===== src/design/sgfp_pkg.sv =====
`default_nettype none

package sgfp_pkg;

    // Largest entry count a frame may declare.
    localparam int SGFP_MAX_ENTRIES = 16;

    typedef enum logic [2:0] {
        PH_MAGIC,
        PH_TOTAL,
        PH_COUNT,
        PH_ELEN,
        PH_PAYLOAD,
        PH_DEAD,
        PH_TAIL
    } phase_t;

    typedef enum logic [2:0] {
        KIND_MAGIC,
        KIND_TOTAL,
        KIND_COUNT,
        KIND_ELEN,
        KIND_PAYLOAD,
        KIND_DISCARD
    } byte_kind_t;

    typedef struct packed {
        logic [7:0] out_byte;
        byte_kind_t byte_kind;
        logic [3:0] entry_number;
        logic       entry_last;
        logic       frame_last;
        logic       magic_error;
        logic       length_error;
        logic       count_error;
    } result_t;

endpackage

`default_nettype wire


===== src/design/sgfp_parse.sv =====
`default_nettype none

module sgfp_parse
    import sgfp_pkg::*;
#(
    parameter int MAX_ENTRIES = SGFP_MAX_ENTRIES
)
(
    input  wire logic        clk,
    input  wire logic        rst_n,
    input  wire logic        step,
    input  wire logic [7:0]  in_byte,
    input  wire logic [63:0] frame_magic,
    output result_t          result
);

    localparam int EL_W = $clog2(MAX_ENTRIES + 1);

    phase_t          phase_reg, phase_next, phase_pre;
    logic [2:0]      field_byte_pos_reg, field_byte_pos_next;
    logic [63:0]     field_shift_reg, field_shift_next;
    logic [63:0]     frame_bytes_left_reg, frame_bytes_left_next;
    logic [EL_W-1:0] entries_left_reg, entries_left_next;
    logic [3:0]      current_entry_reg, current_entry_next;
    logic [63:0]     entry_bytes_left_reg, entry_bytes_left_next;
    logic            error_latch_reg, error_latch_next;

    logic            field_done;
    logic [63:0]     field_value;
    logic [63:0]     frame_left_dec;
    logic [63:0]     entry_left_dec;
    logic [EL_W-1:0] entries_fin;
    logic            count_over;
    logic            dead;
    logic            frame_end;

    assign dead        = error_latch_reg || (phase_reg == PH_DEAD) || (phase_reg > PH_TAIL);
    assign field_done  = (field_byte_pos_reg == 3'd7);
    assign field_value = field_shift_reg | ({56'd0, in_byte} << {field_byte_pos_reg, 3'b000});
    assign frame_left_dec = (frame_bytes_left_reg != 64'd0) ? frame_bytes_left_reg - 64'd1
                                                            : 64'd0;
    assign entry_left_dec = (entry_bytes_left_reg != 64'd0) ? entry_bytes_left_reg - 64'd1
                                                            : 64'd0;
    assign entries_fin = (entries_left_reg != '0) ? entries_left_reg - EL_W'(1) : '0;
    assign count_over  = (field_value > 64'(MAX_ENTRIES));

    // Next state for one byte.
    always_comb
    begin
        phase_pre             = phase_reg;
        field_byte_pos_next   = field_byte_pos_reg;
        field_shift_next      = field_shift_reg;
        frame_bytes_left_next = frame_bytes_left_reg;
        entries_left_next     = entries_left_reg;
        current_entry_next    = current_entry_reg;
        entry_bytes_left_next = entry_bytes_left_reg;
        error_latch_next      = error_latch_reg;
        frame_end             = 1'b0;

        if (phase_reg == PH_MAGIC || phase_reg == PH_TOTAL || phase_reg == PH_COUNT
            || phase_reg == PH_ELEN)
        begin
            field_byte_pos_next = field_done ? 3'd0 : field_byte_pos_reg + 3'd1;
            field_shift_next    = field_done ? 64'd0 : field_value;
        end

        if (dead)
        begin
            phase_pre        = PH_DEAD;
            error_latch_next = 1'b1;
        end
        else
        begin
            case (phase_reg)
                PH_MAGIC:
                begin
                    if (field_done)
                    begin
                        if (field_value != frame_magic)
                        begin
                            error_latch_next = 1'b1;
                            phase_pre        = PH_DEAD;
                        end
                        else
                        begin
                            phase_pre = PH_TOTAL;
                        end
                    end
                end
                PH_TOTAL:
                begin
                    if (field_done)
                    begin
                        frame_bytes_left_next = field_value;
                        if (field_value == 64'd0)
                        begin
                            frame_end = 1'b1;
                        end
                        else
                        begin
                            phase_pre = PH_COUNT;
                        end
                    end
                end
                PH_COUNT:
                begin
                    if (field_done)
                    begin
                        entries_left_next  = count_over ? EL_W'(MAX_ENTRIES)
                                                        : field_value[EL_W-1:0];
                        current_entry_next = 4'd0;
                        phase_pre = (count_over || field_value[EL_W-1:0] != '0) ? PH_ELEN
                                                                               : PH_TAIL;
                    end
                end
                PH_ELEN:
                begin
                    if (field_done)
                    begin
                        entry_bytes_left_next = field_value;
                        if (field_value == 64'd0)
                        begin
                            entries_left_next  = entries_fin;
                            current_entry_next = current_entry_reg + 4'd1;
                            phase_pre = (entries_fin != '0) ? PH_ELEN : PH_TAIL;
                        end
                        else
                        begin
                            phase_pre = PH_PAYLOAD;
                        end
                    end
                end
                PH_PAYLOAD:
                begin
                    entry_bytes_left_next = entry_left_dec;
                    if (entry_left_dec == 64'd0)
                    begin
                        entries_left_next  = entries_fin;
                        current_entry_next = current_entry_reg + 4'd1;
                        phase_pre = (entries_fin != '0) ? PH_ELEN : PH_TAIL;
                    end
                end
                default:
                begin
                    phase_pre = phase_reg;
                end
            endcase

            // Past the header every byte uses up the total length.
            if (phase_reg == PH_COUNT || phase_reg == PH_ELEN || phase_reg == PH_PAYLOAD
                || phase_reg == PH_TAIL)
            begin
                frame_bytes_left_next = frame_left_dec;
                if (frame_left_dec == 64'd0)
                begin
                    frame_end = 1'b1;
                end
            end
        end

        phase_next = phase_pre;
        if (frame_end)
        begin
            phase_next            = PH_MAGIC;
            field_byte_pos_next   = 3'd0;
            field_shift_next      = 64'd0;
            frame_bytes_left_next = 64'd0;
            entries_left_next     = '0;
            current_entry_next    = 4'd0;
            entry_bytes_left_next = 64'd0;
        end
    end

    // Result for the same byte.
    always_comb
    begin
        result              = '0;
        result.out_byte     = in_byte;
        result.byte_kind    = KIND_DISCARD;
        result.magic_error  = error_latch_next;
        result.frame_last   = frame_end;
        result.length_error = frame_end && (phase_pre != PH_TAIL) && !dead
                              && (phase_reg != PH_TOTAL);
        if (!dead)
        begin
            case (phase_reg)
                PH_MAGIC:
                begin
                    result.byte_kind = KIND_MAGIC;
                end
                PH_TOTAL:
                begin
                    result.byte_kind = KIND_TOTAL;
                end
                PH_COUNT:
                begin
                    result.byte_kind   = KIND_COUNT;
                    result.count_error = field_done && count_over;
                end
                PH_ELEN:
                begin
                    result.byte_kind    = KIND_ELEN;
                    result.entry_number = current_entry_reg;
                    result.entry_last   = field_done && (field_value == 64'd0);
                end
                PH_PAYLOAD:
                begin
                    result.byte_kind    = KIND_PAYLOAD;
                    result.entry_number = current_entry_reg;
                    result.entry_last   = (entry_left_dec == 64'd0);
                end
                default:
                begin
                    result.byte_kind = KIND_DISCARD;
                end
            endcase
        end
    end

    always_ff @(posedge clk or negedge rst_n)
    begin
        if (!rst_n)
        begin
            phase_reg            <= PH_MAGIC;
            field_byte_pos_reg   <= 3'd0;
            field_shift_reg      <= 64'd0;
            frame_bytes_left_reg <= 64'd0;
            entries_left_reg     <= '0;
            current_entry_reg    <= 4'd0;
            entry_bytes_left_reg <= 64'd0;
            error_latch_reg      <= 1'b0;
        end
        else if (step)
        begin
            phase_reg            <= phase_next;
            field_byte_pos_reg   <= field_byte_pos_next;
            field_shift_reg      <= field_shift_next;
            frame_bytes_left_reg <= frame_bytes_left_next;
            entries_left_reg     <= entries_left_next;
            current_entry_reg    <= current_entry_next;
            entry_bytes_left_reg <= entry_bytes_left_next;
            error_latch_reg      <= error_latch_next;
        end
    end

endmodule

`default_nettype wire


===== src/design/scatter_gather_frame_parser.sv =====
`default_nettype none

// Frame parser for a length-prefixed byte stream: magic, total length, entry
// count, then an entry length and its payload for every entry, all fields
// 64-bit little-endian.
// The slave stream takes one byte per request in s_axis_tdata. The master
// stream returns one request per byte: the byte itself in m_axis_tdata, its
// classification and flags in m_axis_tuser, and the end of frame on tlast.
// The expected magic is loaded through the cfg channel, which is always ready
// and must only be written while no bytes are in flight.
// A byte passes an input register, the parse step and a result register. One
// byte is taken every cycle while the receiver keeps m_axis_tready high; the
// rate is set by the combinational parse step with its 64-bit length
// down-counters and magic compare.
// When the receiver stalls, the result register holds and the input register
// still takes one more byte; after that s_axis_tready drops until tready
// returns. Reset clears the parse state, the sticky magic error and the
// magic register to zero, and empties both registers.
module scatter_gather_frame_parser
    import sgfp_pkg::*;
#(
    parameter int MAX_ENTRIES = SGFP_MAX_ENTRIES
)
(
    input  wire logic        clk,
    input  wire logic        rst_n,

    input  wire logic        cfg_valid,
    output logic             cfg_ready,
    input  wire logic [63:0] cfg_data,      // frame_magic

    input  wire logic        s_axis_tvalid,
    output logic             s_axis_tready,
    input  wire logic [7:0]  s_axis_tdata,  // [7:0] in_byte

    output logic             m_axis_tvalid,
    input  wire logic        m_axis_tready,
    output logic [7:0]       m_axis_tdata,  // [7:0] out_byte
    output logic             m_axis_tlast,  // frame_last
    output logic [10:0]      m_axis_tuser   // [2:0] byte_kind, [6:3] entry_number,
                                            // [7] entry_last, [8] magic_error,
                                            // [9] length_error, [10] count_error
);

    logic [63:0] frame_magic_reg;
    logic        in_valid_reg;
    logic [7:0]  in_byte_reg;
    logic        out_valid_reg;
    result_t     result_reg;
    result_t     result_next;
    logic        advance;

    // The byte in the input register moves on whenever the result slot is
    // free or being emptied in this cycle.
    assign advance       = in_valid_reg && (!out_valid_reg || m_axis_tready);
    assign s_axis_tready = !in_valid_reg || advance;
    assign cfg_ready     = 1'b1;

    always_ff @(posedge clk or negedge rst_n)
    begin
        if (!rst_n)
        begin
            frame_magic_reg <= 64'd0;
        end
        else if (cfg_valid)
        begin
            frame_magic_reg <= cfg_data;
        end
    end

    always_ff @(posedge clk or negedge rst_n)
    begin
        if (!rst_n)
        begin
            in_valid_reg  <= 1'b0;
            out_valid_reg <= 1'b0;
        end
        else
        begin
            if (s_axis_tready)
            begin
                in_valid_reg <= s_axis_tvalid;
            end
            if (advance)
            begin
                out_valid_reg <= 1'b1;
            end
            else if (m_axis_tready)
            begin
                out_valid_reg <= 1'b0;
            end
        end
    end

    always_ff @(posedge clk)
    begin
        if (s_axis_tvalid && s_axis_tready)
        begin
            in_byte_reg <= s_axis_tdata;
        end
        if (advance)
        begin
            result_reg <= result_next;
        end
    end

    sgfp_parse #(
        .MAX_ENTRIES (MAX_ENTRIES)
    ) u_parse (
        .clk         (clk),
        .rst_n       (rst_n),
        .step        (advance),
        .in_byte     (in_byte_reg),
        .frame_magic (frame_magic_reg),
        .result      (result_next)
    );

    assign m_axis_tvalid = out_valid_reg;
    assign m_axis_tdata  = result_reg.out_byte;
    assign m_axis_tlast  = result_reg.frame_last;
    assign m_axis_tuser  = {result_reg.count_error, result_reg.length_error,
                            result_reg.magic_error, result_reg.entry_last,
                            result_reg.entry_number, result_reg.byte_kind};

`ifndef SYNTHESIS
    // A short frame is always reported on the byte that closes it.
    a_len_err_on_last: assert property (@(posedge clk) disable iff (!rst_n)
        (out_valid_reg && result_reg.length_error) |-> result_reg.frame_last)
        else $error("length error without frame end");

    // The magic error stays set on every later result until reset.
    a_magic_sticky: assert property (@(posedge clk) disable iff (!rst_n)
        (m_axis_tvalid && m_axis_tready && result_reg.magic_error)
        |=> (!m_axis_tvalid || result_reg.magic_error))
        else $error("magic error dropped");

    // Only entry length and payload bytes can close an entry.
    a_entry_last_kind: assert property (@(posedge clk) disable iff (!rst_n)
        (out_valid_reg && result_reg.entry_last)
        |-> (result_reg.byte_kind == KIND_ELEN || result_reg.byte_kind == KIND_PAYLOAD))
        else $error("entry end on wrong byte kind");

    // With the result slot empty the input side never stalls.
    a_no_idle_stall: assert property (@(posedge clk) disable iff (!rst_n)
        !out_valid_reg |-> s_axis_tready)
        else $error("input stalled while output empty");
`endif

endmodule

`default_nettype wire

===== config.mk =====
export PLATFORM = sky130hd
export DESIGN_NAME = scatter_gather_frame_parser
export DESIGN_NICKNAME = d
export VERILOG_FILES = /design/src/design/sgfp_pkg.sv /design/src/design/sgfp_parse.sv /design/src/design/scatter_gather_frame_parser.sv
export SDC_FILE = /design/constraint.sdc
export NUM_CORES = 1
export LEC_CHECK = 0
export BUFFER_PORTS_ARGS = -buffer_cell sky130_fd_sc_hd__buf_2
export CAP_MARGIN = 20
export CORE_MARGIN = 2
export CORE_UTILIZATION = 37
export CTS_CLUSTER_SIZE = 8
export DETAILED_ROUTE_END_ITERATION = 7
export GPL_TIMING_DRIVEN = 0
export PLACE_DENSITY = 0.56
export SLEW_MARGIN = 20
export SYNTH_ARGS = -nofsm -noshare
export SYNTH_HDL_FRONTEND = slang
export SYNTH_SLANG_ARGS = --single-unit

===== constraint.sdc =====
create_clock -name clk -period 12.32 [get_ports clk]
set_clock_uncertainty 0.2 [all_clocks]
set_input_delay 0.616 -clock clk [delete_from_list [all_inputs] [get_ports clk]]
set_output_delay 0.616 -clock clk [all_outputs]
set_load 0.1 [all_outputs]

==> metrics.txt, run 1 <==
outcome complete, no violations; worst path required time 12620 ps; mapped cell area 18430 um^2; Post-synth EDFFs 28; most common cell after layout, fill and taps aside dfrtp_1; startpoint types flip-flop; HP Start s_axis_tvalid; Reg2Reg Setup Slack 5420 ps; Clock Latency Late Sink 600 ps; Top FF cell, synth dfrtp_1; die width 227.2 um; routability cong. 0.9938; Synth Area per Inst 9.009 um^2; hold path cells 2; setup ws final 5425 ps; maxcap violations 0; gr usage total 33.53%; CTS resizes 0; Setup Buffers After CTS 0; most frequent cells in the layout dfrtp_1 (274), nand2_1 (182), nor2_1 (160); final setup fails 0; capturing point of the worst reg2reg path u_parse.entry_bytes_left_reg[16]; largest net degree at the start of global routing 94; DR iter-0 viols 2414; I/O pin cnt 100; Cells after Synth 2046; Starting Density 37.58%; post-synthesis net count 2131; die area 51620 um^2; CTS max path bufs 3; Seq cells post-synth 302; TritonCTS Buffers 44; total number of vias 18610; Final Instance Area 21600 um^2; HP Class input pin to flip-flop; Sink Count 302; CP arrival 7190 ps; Final Cycle Share 55.97%; dpl hpwl 62320 um; placed cell area 20250 um^2; initial antenna violation count 2; Worst Hold End in_valid_reg; Remaining DRCs 0; Vias/cell 6.412; Ys Warns 0; min cycle time layout 6895 ps; crit path capture type flip-flop; max-slew violations 0; grt ovf 0; Detail Route Antenna Nets 0; Die Y 227.2 um; ys async rst share 90.73%; maximum VDD drop 0.0001853 V; slew margin rel. 13.21%; total power per unit cell area 286.8 nW/um^2; Avg WL per Cell 29.82 um; Highest Clock Rate 0.1450 GHz; RSZ-0062 raised after global routing no; TritonCTS clock tree built; R2R depth 13; H-tree depth 2; clk root buf clkbuf_16; leakage 8.392 nW; core area 49050 um^2; Layout area overhead 17.17%; clk slew on worst S/H paths 60 ps; Worst Tran Pin Value 1296 ps; post-synthesis sequential area ratio 41.76%; DRT Pass-1 Iters 6; Final Hold Fails 0; synth unique cells 75; PortBufs 97; DRT Wirelength 86540 um; first-pass GRT wire length 124100 um; fin nets 2306; reg2reg start u_parse.frame_bytes_left_reg[0]; worst slack, placed 5611 ps; vias in the first global route 17860; share of layout cells above drive strength 1 15.07%; CP max FO 10; row cnt 81; setup TNS 0 ps; WS Path Type flip-flop to flip-flop; post-layout util 44.03%
## critical path: stages (launching register included)
cell and delay, ps:
dfrtp_1 420, inv_1 150, ha_1 250, nor3b_1 940
nand3_1 630, or4_1 750, or3_1 400, and4_1 240
and4_1 220, and4_1 230, a21boi_1 780, nand3_1 730
clkbuf_1 540, o2bb2ai_1 310
## cells by family after synthesis
kind of cell	after synthesis	share of synthesized area, %
muxes	74	4.500
buffers and inverters	188	4.093
other	1	0.02034
and+or+nand+nor	773	21.74
xor gates and xnor gates	137	6.510
adders and majority gates	8	0.5431
AOI/OAI and AO/OA	563	20.84
DFF	302	41.76
## timing repair
| item | in CTS | in global routing |
|---|---|---|
| setup endpoints to repair | 0 | 0 |
| hold buffers | 9 | 0 |
| hold endpoints to repair | 55 | 0 |
## where the power goes
group	total, W	leakage, nW	switching (W)	internal [W]
Combinational	0.00340	4.02	0.00239	0.00101
Sequential	0.00165	3.78	0.000348	0.00130
Clock	0.00114	0.599	0.000478	0.000665
Total	0.00619	8.39	0.00322	0.00297
## per-stage QoR
stage	instances	hold slack (ps)	power [W]
after floorplan	2046	120.4	0.003458
after global placement	2807	260.9	0.004751
after detailed placement	2829	267.4	0.004893
after CTS	2899	10.78	0.006058
after global routing	2902	32.97	0.006427
final	2902	16.10	0.006194
## layer usage
layer | track usage [%] | vias to the layer above | part of all wire, %
li1 | - | 8055 | -
met1 | 45.20 | 9179 | 41
met2 | 48.00 | 1114 | 42
met3 | 8.634 | 255 | 10
met4 | 20.68 | 4 | 6.8
met5 | 0 | - | 0.036
## final cells by class
| type | instances | area (um^2) |
|---|---|---|
| antenna | 2 | 5.005 |
| buffer | 151 | 615.6 |
| clock buffer | 59 | 1187 |
| clock inverter | 2 | 50.05 |
| fill | 4912 | 27460 |
| inverter | 37 | 138.9 |
| multi-input combinational | 1556 | 10180 |
| sequential | 302 | 7697 |
| tap | 664 | 830.8 |
| timing repair buffer | 129 | 892.1 |
## cells in the mapped netlist (36+ instances only)
cell / number / area share, %
nand3_1: 44 / 1.2
o31ai_1: 103 / 4.2
clkbuf_1: 130 / 2.6
nand4_1: 48 / 1.6
nor3_1: 84 / 2.3
dfrtp_1: 274 / 37
a22o_1: 43 / 2.0
inv_1: 36 / 0.73
nor2_1: 162 / 3.3
nor4_1: 65 / 2.2
mux2_2: 71 / 4.3
xnor2_1: 102 / 4.8
nand2_1: 182 / 3.7
a31oi_1: 50 / 1.7
a21oi_1: 96 / 2.6
o21ai_0: 117 / 3.2
## worst max-delay path by stage
stage / from / end / slack, ps / depth (start not counted)
6_report: u_parse.frame_bytes_left_reg[0] / u_parse.entry_bytes_left_reg[16] / 5420 / 13
5_1_grt: u_parse.frame_bytes_left_reg[2] / u_parse.entry_bytes_left_reg[25] / 5190 / 13
4_1_cts: u_parse.frame_bytes_left_reg[0] / u_parse.entry_bytes_left_reg[16] / 5630 / 13
3_5_place_dp: u_parse.frame_bytes_left_reg[2] / u_parse.entry_bytes_left_reg[16] / 5610 / 13
3_3_place_gp: rst_n / u_parse.frame_bytes_left_reg[5] / 4950 / 1
2_1_floorplan: u_parse.frame_bytes_left_reg[0] / u_parse.field_shift_reg[33] / 7620 / 16
Power figures use the tool's default switching activity.
==> run 2: changes to the inputs <==
Settings changed: PLACE_DENSITY 0.56 to 0.58.
Clock period 12.32 ns to 5.8 ns, I/O delays scaled along.
==> run 2 against run 1 <==
Fmax rose by 23%. Non-clock buffer count rose by 79. Count of clock-buffer cells in the layout rose by 1. Clock power rose by 110%. Core utilization rose by 1.9 points. Cell area rose by 4.4%. First-iteration DRC count rose by 3.5%. Cell count rose by 2.8%. Hold slack barely moved. Register-to-register slack got worse by 5200 ps. Highest routed layer is now met4.
==> metrics.txt, run 2 (synthesis gave the netlist of run 1 again) <==
outcome complete, no violations; Cell Count, Final, Fillers Out 2983 (+2.8%); dpl hpwl 63270 um (+1.5%); Buf/Inv on CP 5 (+3); most frequent cells in the layout dfrtp_1 (274), nand2_1 (182), nor2_1 (159); HP Class input pin to async pin; core area 49050 um^2 (unchanged); Worst path top cell family by delay simple AND/OR/NAND/NOR gates; Vias/cell 6.436 (+0.38%); first-pass GRT wire length 128500 um (+3.5%); Die Y 227.2 um (unchanged); die width 227.2 um (unchanged); R2R depth 17 (+4); RSZ-0062 raised after global routing no; vias in the first global route 18420 (+3.1%); critical path depth 17 (+4); max-slew violations 0 (unchanged); worst path required time 6040 ps (-6580 ps); Worst Tran Pin Value 1226 ps (-70.18 ps); die area 51620 um^2 (unchanged); most common cell after layout, fill and taps aside dfrtp_1; routability cong. 0.9691 (-2.5%); total number of vias 19200 (+3.2%); post-layout util 45.96% (+1.9 points); share of layout cells above drive strength 1 16.15% (+1.1 points); H-tree depth 2 (unchanged); Final Instance Area 22550 um^2 (+4.4%); fill cell count 4797 (-2.3%); gr usage total 34.54% (+1.0 points); PortBufs 97 (unchanged); placed cell area 20330 um^2 (+0.40%); min cycle time layout 5622 ps (-1273 ps); crit path capture type flip-flop; I/O pin cnt 100 (unchanged); row cnt 81 (unchanged); clk root buf clkbuf_16; WS Path Type flip-flop to flip-flop; CTS max path bufs 3 (unchanged); initial antenna violation count 1 (-1); Clock Latency Late Sink 600 ps (about the same); CP arrival 5860 ps (-1330 ps); Highest Clock Rate 0.1779 GHz (+23%); Final Hold Fails 0 (unchanged); DRT Pass-1 Iters 6 (unchanged); maximum VDD drop 0.0004312 V (+130%); Sink Count 302 (unchanged); largest net degree at the start of global routing 92 (-2.1%); slowest cell on the critical path or4_1; final setup fails 0 (unchanged); Remaining DRCs 0 (unchanged); Final Cycle Share 96.93% (+41 points); clk slew on worst S/H paths 50 ps (about the same); delay of the slowest cell on the worst path 580 ps (-360 ps); grt ovf 0 (unchanged); startpoint types flip-flop; slew margin rel. 17.99% (+4.8 points); TritonCTS clock tree built; DR iter-0 viols 2498 (+3.5%); setup ws final 178.0 ps (-5247 ps); placed insts 2835 (+0.21%); fin nets 2385 (+3.4%); crit-path most repeated cell clkbuf_1; TritonCTS Buffers 44 (unchanged); Avg WL per Cell 29.90 um (+0.26%); maxcap violations 0 (unchanged); DRT Wirelength 89180 um (+3.1%); worst slack, placed -793.3 ps (-6404 ps); Critical Path, Cell by Cell inv_1 -> ha_1 -> or3b_2 -> clkbuf_1 -> or4_1 -> clkbuf_1 -> or3_1 -> nor4_2 -> xnor2_1 -> and4_1 -> nand4_1 -> o21ai_2 -> nand2_1 -> buf_2 -> clkbuf_1 -> nand2_1 -> o31ai_1; Detail Route Antenna Nets 0 (unchanged); smallest hold slack 15.94 ps (-0.1631 ps); Layout area overhead 22.31%; leakage 8.797 nW (+4.8%); total power per unit cell area 594.6 nW/um^2 (+110%); Starting Density 37.58% (unchanged); CP max FO 10 (unchanged)
run 2: changes by cell type in the layout (fill, tap and decap cells not counted), sizes merged:
cell,change
inv,-1
clkinv,+1
diode,+1
buf,+13
dlygate4sd3,+67
run 2: repair_timing:
action,4_1_cts,5_1_grt
setup endpoints to repair,143,133
pin swaps,2,2
buffers inserted,3,5
hold buffers,76,0
endpoints found under the hold margin,273,0
resized for setup,16,21
cloned,0,0
run 2: final timing paths:
check	slack (ps)	to	start
setup / recovery	180	u_parse.entry_bytes_left_reg[15]	u_parse.frame_bytes_left_reg[0]
hold / removal	20	u_parse.frame_bytes_left_reg[8]	rst_n
setup reg to reg	180	u_parse.entry_bytes_left_reg[15]	u_parse.frame_bytes_left_reg[0]
hold reg to reg	280	u_parse.field_shift_reg[37]	u_parse.field_shift_reg[37]
max in group asynchronous	4110	u_parse.field_shift_reg[63]	rst_n
min in group clk	40	frame_magic_reg[62]	cfg_valid
run 2: report_power, final:
group | total (W) | switching (W) | internal [W]
registers | 0.00353 | 0.000760 | 0.00277
logic | 0.00744 | 0.00521 | 0.00223
clock network | 0.00244 | 0.00103 | 0.00141
total | 0.0134 | 0.00700 | 0.00640
run 2: through the flow:
step                      total power (W)  TNS (ps)
final                             0.01341         0
after global routing              0.01387         0
after global placement            0.01014   -402850
after floorplan                  0.007345         0
after detailed placement          0.01050    -71020
after CTS                         0.01305         0
run 2: worst reg2reg max path, cell delays in order (launching register included):
cell	delay, ps
dfrtp_1	440
inv_1	160
ha_1	250
or3b_2	460
clkbuf_1	220
or4_1	580
clkbuf_1	250
or3_1	410
nor4_2	290
xnor2_1	240
and4_1	300
nand4_1	300
o21ai_2	340
nand2_1	190
buf_2	310
clkbuf_1	330
nand2_1	140
o31ai_1	80
run 2: cell type report:
| cell class | instances | area (um^2) | area share [%] |
|---|---|---|---|
| flip-flops and latches | 302 | 7697 | 34.14 |
| inverters | 37 | 138.9 | 0.6160 |
| well taps | 664 | 830.8 | 3.685 |
| clock buffers | 60 | 1182 | 5.244 |
| repair buffers | 209 | 1675 | 7.431 |
| plain buffers | 150 | 619.3 | 2.747 |
| clock inverters | 2 | 50.05 | 0.2220 |
| diodes | 3 | 7.507 | 0.03330 |
| multi-input cells | 1556 | 10340 | 45.88 |
run 2: per-layer routing:
metal / routed length [um] / up-vias / track usage, %
met3: 9173 / 299 / 8.157
met5: 0 / - / 0
met2: 37700 / 1200 / 50.60
met4: 6265 / 0 / 21.42
met1: 36050 / 9501 / 46.03
li1: - / 8199 / -
==> run 3: changes to the inputs <==
Settings changed: CTS_BUF_LIST from default to sky130_fd_sc_hd__clkbuf_8.
==> run 3 against run 2 <==
Core utilization hardly changed. Non-clock buffer count is 6 higher. First-iteration DRC count is 0.80% higher. Largest power group unchanged. Cell area hardly changed. Hold slack better by 79 ps. Cell count is 1.6% higher. Highest routed layer unchanged. Critical path depth is 6 lower. Worst setup slack worse by 18 ps.
==> metrics.txt, run 3 (synthesis gave the netlist of run 1 again) <==
die area 51620 um^2 (unchanged); Layout area overhead 22.33% (about the same); CP max FO 10 (unchanged); DRT Pass-1 Iters 8 (+2); Die Y 227.2 um (unchanged); DR iter-0 viols 2518 (+0.80%); Starting Density 37.58% (unchanged); crit-path most repeated cell clkbuf_1; maximum VDD drop 0.0003367 V (-22%); worst path required time 6140 ps (+100 ps); Avg WL per Cell 29.38 um (-1.7%); fin nets 2403 (+0.75%); most common cell after layout, fill and taps aside dfrtp_1; placed cell area 20330 um^2 (unchanged); min cycle time layout 5640 ps (+18.48 ps); CTS max path bufs 3 (unchanged); HP Start s_axis_tdata[2]; Highest Clock Rate 0.1773 GHz (-0.33%); core area 49050 um^2 (unchanged); clk slew on worst S/H paths 70 ps (+20 ps); final setup fails 0 (unchanged); maxcap violations 0 (unchanged); row cnt 81 (unchanged); TritonCTS Buffers 56 (+27%); H-tree depth 2 (unchanged); slew margin rel. 15.83% (-2.2 points); TritonCTS clock tree built; RSZ-0062 raised after global routing no; Detail Route Antenna Nets 0 (unchanged); Final Hold Fails 0 (unchanged); most frequent cells in the layout dfrtp_1 (274), nand2_1 (182), nor2_1 (159); WS Path Type flip-flop to flip-flop; Worst Tran Pin Value 1258 ps (+32.27 ps); PortBufs 97 (unchanged); dpl hpwl 63270 um (unchanged); DRT Wirelength 89050 um (-0.15%); Final Cycle Share 97.25% (+0.32 points); CP arrival 5980 ps (+120 ps); HP Class input pin to flip-flop; outcome complete, no violations; fill cell count 4870 (+1.5%); total power per unit cell area 582.2 nW/um^2 (-2.1%); Worst path top cell family by delay simple AND/OR/NAND/NOR gates; max-slew violations 0 (unchanged); routability cong. 0.9691 (unchanged); crit path capture type flip-flop; first-pass GRT wire length 128500 um (about the same); Remaining DRCs 0 (unchanged); Buf/Inv on CP 2 (-3); gr usage total 34.55% (about the same); initial antenna violation count 1 (unchanged); slowest cell on the critical path nor4_2; Critical Path, Cell by Cell clkbuf_1 -> nor4_2 -> nand3_1 -> nor4_1 -> nand4_1 -> nor2_1 -> o21ai_0 -> a21boi_4 -> nand3_2 -> clkbuf_1 -> o2bb2ai_1; share of layout cells above drive strength 1 17.20% (+1.1 points); reg2reg start u_parse.frame_bytes_left_reg[35]; Critical path origin u_parse.frame_bytes_left_reg[35]; delay of the slowest cell on the worst path 660 ps (+80 ps); grt ovf 0 (unchanged); Clock Latency Late Sink 710 ps (+110 ps); smallest hold slack 94.61 ps (+78.67 ps); Sink Count 302 (unchanged); I/O pin cnt 100 (unchanged); Final Instance Area 22550 um^2 (about the same); leakage 8.903 nW (+1.2%); largest net degree at the start of global routing 92 (unchanged); total number of vias 19200 (-0.021%); vias in the first global route 18610 (+1.0%); clk root buf clkbuf_8; die width 227.2 um (unchanged); startpoint types flip-flop; Vias/cell 6.333 (-1.6%)
run 3: changes by cell type in the layout (fill, tap and decap cells not counted), moves of 5 or more:
cell,delta
clkbuf_8,+70
clkbuf_16,-45
inv_1,+19
clkbuf_1,-14
clkinv_1,+7
clkinv_2,+5
dlygate4sd3_1,+5
run 3: cell type report:
cell class | instances | area [um^2] | share of cell area, %
Antenna cell | 1 | 2.502 | 0.01110
Inverter | 37 | 138.9 | 0.6159
Sequential cell | 302 | 7697 | 34.14
Buffer | 150 | 618.1 | 2.741
Clock inverter | 36 | 201.4 | 0.8934
Multi-Input combinational cell | 1556 | 10340 | 45.87
Timing Repair Buffer | 215 | 1753 | 7.774
Tap cell | 664 | 830.8 | 3.684
Clock buffer | 70 | 963.4 | 4.273
run 3: worst reg2reg max path, cell delays in order (launching register included):
cell,delay (ps)
dfrtp_1,360
clkbuf_1,240
nor4_2,660
nand3_1,560
nor4_1,640
nand4_1,630
nor2_1,510
o21ai_0,250
a21boi_4,270
nand3_2,290
clkbuf_1,670
o2bb2ai_1,180
run 3: worst paths after layout:
check | to | slack, ps | cells after the start
setup reg to reg | u_parse.entry_bytes_left_reg[25] | 160 | 11
max in group asynchronous | u_parse.field_shift_reg[57] | 3970 | 5
hold reg to reg | u_parse.field_shift_reg[37] | 280 | 2
hold / removal | in_byte_reg[2] | 90 | 2
setup / recovery | u_parse.entry_bytes_left_reg[25] | 160 | 11
min in group asynchronous | u_parse.frame_bytes_left_reg[8] | 530 | 4
run 3: metal layers:
layer | vias up | GRT usage [%] | routed length (um)
li1 | 8265 | - | -
met4 | 0 | 20.49 | 6010
met3 | 278 | 7.757 | 9354
met5 | - | 0 | 0
met2 | 1206 | 51.26 | 37750
met1 | 9446 | 46.13 | 35930
run 3: through the flow:
stage	cells	utilization (%)	worst slack, ps	TNS, ps	total power, W
after floorplan	2046	-	1101	0	0.007345
after global placement	2807	40.26	-1260	-402850	0.01014
after detailed placement	2835	41.45	-793.3	-71020	0.01050
after CTS	3024	45.72	65.33	0	0.01279
after global routing	3031	45.97	9.707	0	0.01362
final	3031	45.97	159.5	0	0.01313
run 3: what timing repair did:
action | 4_1_cts | 5_1_grt
gates resized for setup | 17 | 17
hold endpoints to repair | 281 | 0
hold buffers | 82 | 0
endpoints found under the setup margin | 144 | 130
pin swaps | 2 | 3
buffers inserted | 2 | 6
run 3: power by group:
part           switching (W)  leakage (nW)  internal, W
combinational        0.00520          4.46      0.00223
sequential          0.000759          3.78      0.00277
clock                0.00104         0.668      0.00114
total                0.00699          8.90      0.00614
